$ cat src/hw/rtl/haar2d_pkg.sv
// Shared constants, types and helpers of the one-level 2D Haar transform.
package haar2d_pkg;

  // Line store and frame size limits
  localparam int MaxWidth    = 2048;
  localparam int HeightLimit = 2048;

  // Field widths
  localparam int PixW  = 8;
  localparam int CoefW = 11;
  localparam int BandW = 2;
  localparam int PosW  = 10;
  localparam int DimW  = 12;
  localparam int CntW  = $clog2(MaxWidth);
  localparam int PairW = 2 * PixW;
  localparam int PairDepth = MaxWidth / 2;

  // Configuration port
  localparam int AddrW = 3;
  localparam int DataW = 32;
  localparam logic [DimW-1:0] WidthReset  = DimW'(640);
  localparam logic [DimW-1:0] HeightReset = DimW'(480);

  // Register indexes (paddr bit 2)
  typedef enum logic {
    RegWidth  = 1'b0,
    RegHeight = 1'b1
  } reg_idx_t;

  // Subband codes
  typedef enum logic [BandW-1:0] {
    BandLL = 2'd0,
    BandH  = 2'd1,
    BandV  = 2'd2,
    BandD  = 2'd3
  } subband_t;

  // Frame geometry handed from the register block to the datapath
  typedef struct packed {
    logic [DimW-1:0] width;
    logic [DimW-1:0] height;
    logic            restart;
  } cfg_t;

  // Limit a frame dimension to the range [2, hi]
  function automatic logic [DimW-1:0] clamp_dim(input logic [DimW-1:0] v,
                                                input logic [DimW-1:0] hi);
    logic [DimW-1:0] r;
    if (v < DimW'(2)) begin
      r = DimW'(2);
    end else if (v > hi) begin
      r = hi;
    end else begin
      r = v;
    end
    return r;
  endfunction

endpackage

$ cat src/hw/rtl/haar2d_regs.sv
// APB register block: frame width and height, clamped for the datapath.
module haar2d_regs (
  input  logic                              clk,
  input  logic                              rst,
  input  logic                              psel,
  input  logic                              penable,
  input  logic                              pwrite,
  input  logic [haar2d_pkg::AddrW-1:0]      paddr,
  input  logic [haar2d_pkg::DataW-1:0]      pwdata,
  output logic [haar2d_pkg::DataW-1:0]      prdata,
  output logic                              pready,
  output haar2d_pkg::cfg_t                  cfg
);

  logic [haar2d_pkg::DimW-1:0] width;
  logic [haar2d_pkg::DimW-1:0] height;
  logic                        wr;
  haar2d_pkg::reg_idx_t        idx;

  assign pready = 1'b1;
  assign wr     = psel & penable & pwrite;
  assign idx    = haar2d_pkg::reg_idx_t'(paddr[2]);

  // Register writes
  always_ff @(posedge clk) begin
    if (rst) begin
      width  <= haar2d_pkg::WidthReset;
      height <= haar2d_pkg::HeightReset;
    end else if (wr) begin
      unique case (idx)
        haar2d_pkg::RegWidth:  width  <= pwdata[haar2d_pkg::DimW-1:0];
        haar2d_pkg::RegHeight: height <= pwdata[haar2d_pkg::DimW-1:0];
        default: ;
      endcase
    end
  end

  // Read mux
  always_comb begin
    unique case (idx)
      haar2d_pkg::RegWidth:  prdata = haar2d_pkg::DataW'(width);
      haar2d_pkg::RegHeight: prdata = haar2d_pkg::DataW'(height);
      default:               prdata = '0;
    endcase
  end

  // Clamped geometry; any write restarts the frame
  assign cfg.width   = haar2d_pkg::clamp_dim(width, haar2d_pkg::DimW'(haar2d_pkg::MaxWidth));
  assign cfg.height  = haar2d_pkg::clamp_dim(height,
                                             haar2d_pkg::DimW'(haar2d_pkg::HeightLimit));
  assign cfg.restart = wr;

endmodule

$ cat config.mk
export PLATFORM = sky130hd
export DESIGN_NAME = haar2d_regs
export DESIGN_NICKNAME = d
export VERILOG_FILES = /design/src/hw/rtl/haar2d_pkg.sv /design/src/hw/rtl/haar2d_regs.sv
export SDC_FILE = /design/constraint.sdc
export NUM_CORES = 1
export LEC_CHECK = 0
export BUFFER_PORTS_ARGS = -buffer_cell sky130_fd_sc_hd__buf_2
export CELL_PAD_IN_SITES_DETAIL_PLACEMENT = 1
export CELL_PAD_IN_SITES_GLOBAL_PLACEMENT = 1
export CORE_ASPECT_RATIO = 2
export CORE_MARGIN = 2
export CORE_UTILIZATION = 30
export CTS_BUF_LIST = sky130_fd_sc_hd__clkbuf_8
export DETAILED_ROUTE_END_ITERATION = 12
export GPL_TIMING_DRIVEN = 0
export MAX_ROUTING_LAYER = met4
export PLACE_DENSITY_LB_ADDON = 0.1
export SLEW_MARGIN = 20
export SYNTH_ARGS = -nofsm -noshare
export SYNTH_HDL_FRONTEND = slang
export SYNTH_SLANG_ARGS = --single-unit
$ cat constraint.sdc
create_clock -name clk -period 1.73 [get_ports clk]
set_clock_uncertainty 0.15 [all_clocks]
set_input_delay 0.2595 -clock clk [delete_from_list [all_inputs] [get_ports clk]]
set_output_delay 0.2595 -clock clk [all_outputs]
set_load 0.01 [all_outputs]
# [Yosys cells after proc, flatten, opt, wreduce, memory -nomap -nowiden]
# Index checks and enable logic that the tools add are counted.
# Widths: inputs -> output; s select.
[op_classes] n_lt_le_gt_ge=4 mux=5 n_bitwise=3 reduce_logical=2
[ops] op="$pmux 32 s2" count=1
[ops] op="$mux 12" count=4
[ops] op="$gt 12x12->1 const B" count=2
[ops] op="$lt 12x2->1 const B" count=2
[ops] op="$reduce_and 2->1" count=2
[ops] op="$and 1x1->1" count=2
[ops] op="$not 1->1" count=1
[word_totals] reg_bits=24 out_inout_bits=58

# [Longest topological paths before layout]
[depth] word_depth=3 ltp_mapped=5 ltp_nobuf=3

# [Worst setup path after synthesis]
# OpenSTA, ideal clock, no wires.
[synth_timing] path_kind="register to output" startpoint="reg width[11] (netlist name)" endpoint="out prdata[11] (netlist name)" arrival_time_ns=0.989 path_slack_ns=0.332 path_stages_with_launch=4 path_buffers=1 path_cell_list="dfxtp_1 -> clkbuf_1 -> inv_1 -> o21ai_0"
[synth_via] elab_chain_len=1
[synth_rtl] element="from (decl)" line_no="haar2d_regs.sv:15" text="logic [haar2d_pkg::DimW-1:0] width;"
[synth_rtl] element="from (signal assigned)" line_no="haar2d_regs.sv:27" text="width <= haar2d_pkg::WidthReset;"
[synth_rtl] element="from (signal assigned)" line_no="haar2d_regs.sv:31" text="haar2d_pkg::RegWidth: width <= pwdata[haar2d_pkg::DimW-1:0];"
[synth_rtl] element="$pmux 32 s2" line_no="haar2d_regs.sv:40" text="unique case (idx)"
[synth_rtl] element="to (decl)" line_no="haar2d_regs.sv:10" text="output logic [haar2d_pkg::DataW-1:0] prdata,"
# No other way between the ends. The select of a mux whose other input is x is not followed.

==> report_table.html <==
<table>
<tr><th>Metric</th><th>Value</th></tr>
<tr><th colspan="2">Route</th></tr>
<tr><td>Post-DR vias/cell</td><td>around 4.5</td></tr>
<tr><td>Via count</td><td>approximately 1,400</td></tr>
<tr><td>Post-detailed-routing wire length</td><td>4524 µm</td></tr>
<tr><td>Residual DRC</td><td>0</td></tr>
<tr><td>First drt pass iteration count</td><td>3</td></tr>
<tr><td>Detailed router's first-iteration violation count</td><td>11</td></tr>
<tr><td>Number of nets with antenna violations after detailed routing</td><td>0</td></tr>
<tr><td>Routed WL per cell</td><td>about 14 µm</td></tr>
<tr><th colspan="2">Worst hold path</th></tr>
<tr><td>Number of cells on the worst hold path</td><td>3</td></tr>
<tr><td>Worst min-delay path class</td><td>in2reg</td></tr>
<tr><th colspan="2">Synth</th></tr>
<tr><td>Mapped Avg Cell Area</td><td>7.582 µm²</td></tr>
<tr><td>Number of synthesis warnings</td><td>0</td></tr>
<tr><td>Count of distinct cell types in the synthesized netlist</td><td>23</td></tr>
<tr><td>Post-synthesis sequential area ratio</td><td>around 34%</td></tr>
<tr><td>Combined area of all synthesized cells</td><td>0.001395 mm²</td></tr>
<tr><td>Post-synthesis cell count</td><td>184</td></tr>
<tr><td>Synthesized flop and latch total</td><td>24</td></tr>
<tr><th colspan="2">Power and ir drop</th></tr>
<tr><td>Largest voltage drop on the vdd net</td><td>between 0.3 and 0.4 mV</td></tr>
<tr><td>Pwr Density</td><td>around 580 mW/mm²</td></tr>
<tr><td>Switching Power</td><td>a little over 0.3 mW</td></tr>
<tr><td>Sequential group share of total power</td><td>51.1%</td></tr>
<tr><td>Internal Power</td><td>0.8192 mW</td></tr>
<tr><td>Part of the total power dissipated in combinational logic</td><td>a little under a fifth</td></tr>
<tr><td>Lkg Pwr</td><td>around 0.93 nW</td></tr>
<tr><td>Relative contribution of the clock network to total power</td><td>29.7%</td></tr>
<tr><td>Net Sw Frac</td><td>between 20% and 30%</td></tr>
<tr><th colspan="2">Setup path</th></tr>
<tr><td>Standard cell with the maximum stage delay on the critical path</td><td>dfxtp_4</td></tr>
<tr><td>Required time of the critical path</td><td>around 1.3 ns</td></tr>
<tr><td>Crit start category</td><td>flip-flop</td></tr>
<tr><td>Critical path capture point type</td><td>primary output</td></tr>
<tr><td>Ordered list of cells on the worst path</td><td>nor4_4, nand3_2, o211a_1, buf_2</td></tr>
<tr><td>Delay of the slowest critical-path stage</td><td>approximately 0.37 ns</td></tr>
<tr><td>Number of cells traversed by the worst register-to-register path</td><td>3</td></tr>
<tr><td>Type of the setup path with the least slack</td><td>reg2out</td></tr>
<tr><td>Worst path arrival time</td><td>between 1 and 1.5 ns</td></tr>
<tr><td>Logic depth of the worst setup path including buffers</td><td>4</td></tr>
<tr><td>Critical path buffer and inverter count</td><td>1</td></tr>
<tr><td>Kind of cell adding the most delay to the critical path</td><td>simple AND/OR/NAND/NOR gates</td></tr>
<tr><td>Top fanout value on the critical path</td><td>3</td></tr>
<tr><th colspan="2">Floorplan</th></tr>
<tr><td>Core outline area</td><td>~0.0046 mm²</td></tr>
<tr><td>Die height</td><td>between 100 and 150 µm</td></tr>
<tr><td>Die X-Extent</td><td>between 50 and 60 µm</td></tr>
<tr><td>I/O Pins</td><td>98</td></tr>
<tr><td>Total Die Area</td><td>between 0.005 and 0.006 mm²</td></tr>
<tr><td>Row Count</td><td>35</td></tr>
<tr><td>Initial cell density of the core</td><td>a little under a third</td></tr>
<tr><th colspan="2">Place</th></tr>
<tr><td>IO Port Bufs</td><td>52</td></tr>
<tr><td>Routability congestion estimate from global placement</td><td>0.7611</td></tr>
<tr><td>Detailed placement HPWL</td><td>between 3000 and 4000 µm</td></tr>
<tr><td>Placed Instance Area</td><td>0.001795 mm²</td></tr>
<tr><th colspan="2">Global routing</th></tr>
<tr><td>Total congestion overflow</td><td>0</td></tr>
<tr><td>Via count of the first global-routing pass</td><td>roughly 1,400</td></tr>
<tr><td>Antenna violations before repair</td><td>0</td></tr>
<tr><td>Global-route wire length before repair</td><td>approximately 7000 µm</td></tr>
<tr><td>Largest net degree at the start of global routing</td><td>13</td></tr>
<tr><td>Overall fraction of global-route tracks in use</td><td>between 15 and 20%</td></tr>
<tr><th colspan="2">Cells and area</th></tr>
<tr><td>Most frequent cells in the layout</td><td>buf_2 (56), nand2_1 (38), buf_4 (27), a21oi_1 (22), conb_1 (21)</td></tr>
<tr><td>Net count, final</td><td>a little over 300</td></tr>
<tr><td>Number of fillers in the final layout</td><td>around 630</td></tr>
<tr><td>Share of layout cells above drive strength 1</td><td>approximately 44%</td></tr>
<tr><td>Layout overhead on the synthesized area</td><td>39.64%</td></tr>
<tr><td>Diodes inserted</td><td>0</td></tr>
<tr><td>Leading cell type in the layout, fill and taps excluded</td><td>buf_2</td></tr>
<tr><td>Total non-filler cell area in the finished layout</td><td>~0.002 mm²</td></tr>
<tr><th colspan="2">STA</th></tr>
<tr><td>Transition time at the pin with the least slew margin</td><td>between 0.5 and 0.6 ns</td></tr>
<tr><td>Tcrit/Tclk final</td><td>103.5%</td></tr>
<tr><td>Final critical-path required period</td><td>approximately 1.8 ns</td></tr>
<tr><td>Setup slack after layout</td><td>-0.05991 ns</td></tr>
<tr><td>Fmax</td><td>558.7 MHz</td></tr>
<tr><td>Final hold violations</td><td>0</td></tr>
<tr><td>Final setup violation count</td><td>2</td></tr>
<tr><td>Number of max-slew violations in the final report</td><td>0</td></tr>
<tr><td>Relative slew slack</td><td>approximately 66%</td></tr>
<tr><td>Total negative slack for setup checks</td><td>-0.07378 ns</td></tr>
<tr><td>Setup repair after global routing missed its margin</td><td>yes</td></tr>
<tr><th colspan="2">CTS</th></tr>
<tr><td>Clock buffers created by TritonCTS</td><td>3</td></tr>
<tr><td>Insertion delay of the later-clocked pin in the worst-skew pair</td><td>around 0.26 ns</td></tr>
<tr><td>Number of buffers on the longest clock path</td><td>2</td></tr>
<tr><td>H-tree Lvls</td><td>1</td></tr>
<tr><td>Clock tree from TritonCTS</td><td>built</td></tr>
<tr><td>Clk Tree Root Cell</td><td>clkbuf_8</td></tr>
<tr><td>Sink count of the clock tree</td><td>24</td></tr>
<tr><td>Clock slew seen by the registers of the worst setup and hold paths</td><td>0.08 ns</td></tr>
<tr><th colspan="2">Flow run</th></tr>
<tr><td>Max-cap violations</td><td>0</td></tr>
<tr><th colspan="2">Status</th></tr>
<tr><td>Violations in the final reports</td><td>negative setup slack</td></tr>
<tr><td>Run status</td><td>complete, but fails checks</td></tr>
</table>
synth_stat cells:
master    number  share of area, %
o211a_1        1              0.72
dfxtp_1       24                34
nor4_1         3               1.3
a21oi_1       22               7.9
mux2_2        10               8.1
and3b_1        1              0.63
buf_6          2               1.6
inv_1          3              0.81
and4_1         1              0.63
nor2b_1       18               8.1
conb_1         2              0.54
buf_2          4               1.4
nand4_1        1              0.45
and4b_2        1              0.81
nor2_1         7               1.9
nor3_1        11               3.9
nand2_1       38                10
clkbuf_1       6               1.6
nand3_1        2              0.72
nand4b_1       1              0.63
buf_4         23                12
and3_1         1              0.45
o21ai_0        2              0.72
worst reg2reg max path, cell delays in order (launching register included):
cell,delay (ns)
dfxtp_1,0.41
buf_4,0.22
nand2_1,0.07
a21oi_1,0.14
worst paths after layout:
path                    from          to  slack, ns
setup reg to reg  height[11]  height[11]       0.67
hold reg to reg    height[0]   height[0]       0.33
setup / recovery    width[6]     cfg[13]      -0.06
hold / removal     pwdata[1]   height[1]       0.08
metrics by stage:
step	total power, mW	util (%)	worst slack [ns]	std cells	hold WS [ns]
after floorplan	0.7238	-	0.3317	203	0.2367
after global placement	0.7963	39.42	0.03024	310	0.3049
after detailed placement	0.7962	39.42	0.04834	310	0.3172
after CTS	1.126	41.57	-0.05480	315	0.08491
after global routing	1.176	42.77	-0.1261	316	0.08253
final	1.127	42.77	-0.05991	316	0.07902
power by group through the flow:
stage | clock network, mW | logic, mW | registers, mW
after floorplan | 0 | 0.139 | 0.584
after global placement | 0 | 0.206 | 0.590
after detailed placement | 0 | 0.207 | 0.590
after CTS | 0.337 | 0.212 | 0.577
after global routing | 0.361 | 0.237 | 0.578
final | 0.335 | 0.216 | 0.576
sequential cells by signal (all words and copies together) (netlist names):
signal and flops:
height 12, width 12
layout make-up:
type	count	area [µm²]	area share, %
Multi-Input combinational cell	141	797.0	40.91
Sequential cell	24	498.0	25.56
Timing Repair Buffer	55	282.8	14.52
Buffer	35	249.0	12.78
Tap cell	55	68.82	3.532
Clock buffer	3	41.29	2.119
Inverter	3	11.26	0.5780
kinds of logic (layout without fill, tap and decap cells):
kind of cell           count (synthesis)  in the layout  share of synthesized area, %
and+or+nand+nor                       85             85                         29.78
DFF                                   24             24                         34.44
other                                  2             21                        0.5383
AOI/OAI and AO/OA                     25             25                         9.328
muxes                                 10             10                         8.072
buffers and inverters                 38             96                         17.85
what timing repair did:
item | 4_1_cts | 5_1_grt
buffers inserted | 2 | 1
pin swaps | 7 | 5
resized for setup | 13 | 15
setup endpoints to repair | 19 | 5
cloned | 0 | 0
hold buffers | 0 | 0
metal layers:
metal	vias to the layer above	part of all wire, %	track usage [%]
met5	-	0	-
met4	0	0.53	4.142
met3	2	3.6	1.786
met2	37	57	33.79
met1	669	38	19.39
li1	717	-	-
Note: power is estimated with default switching activity, not from simulation.
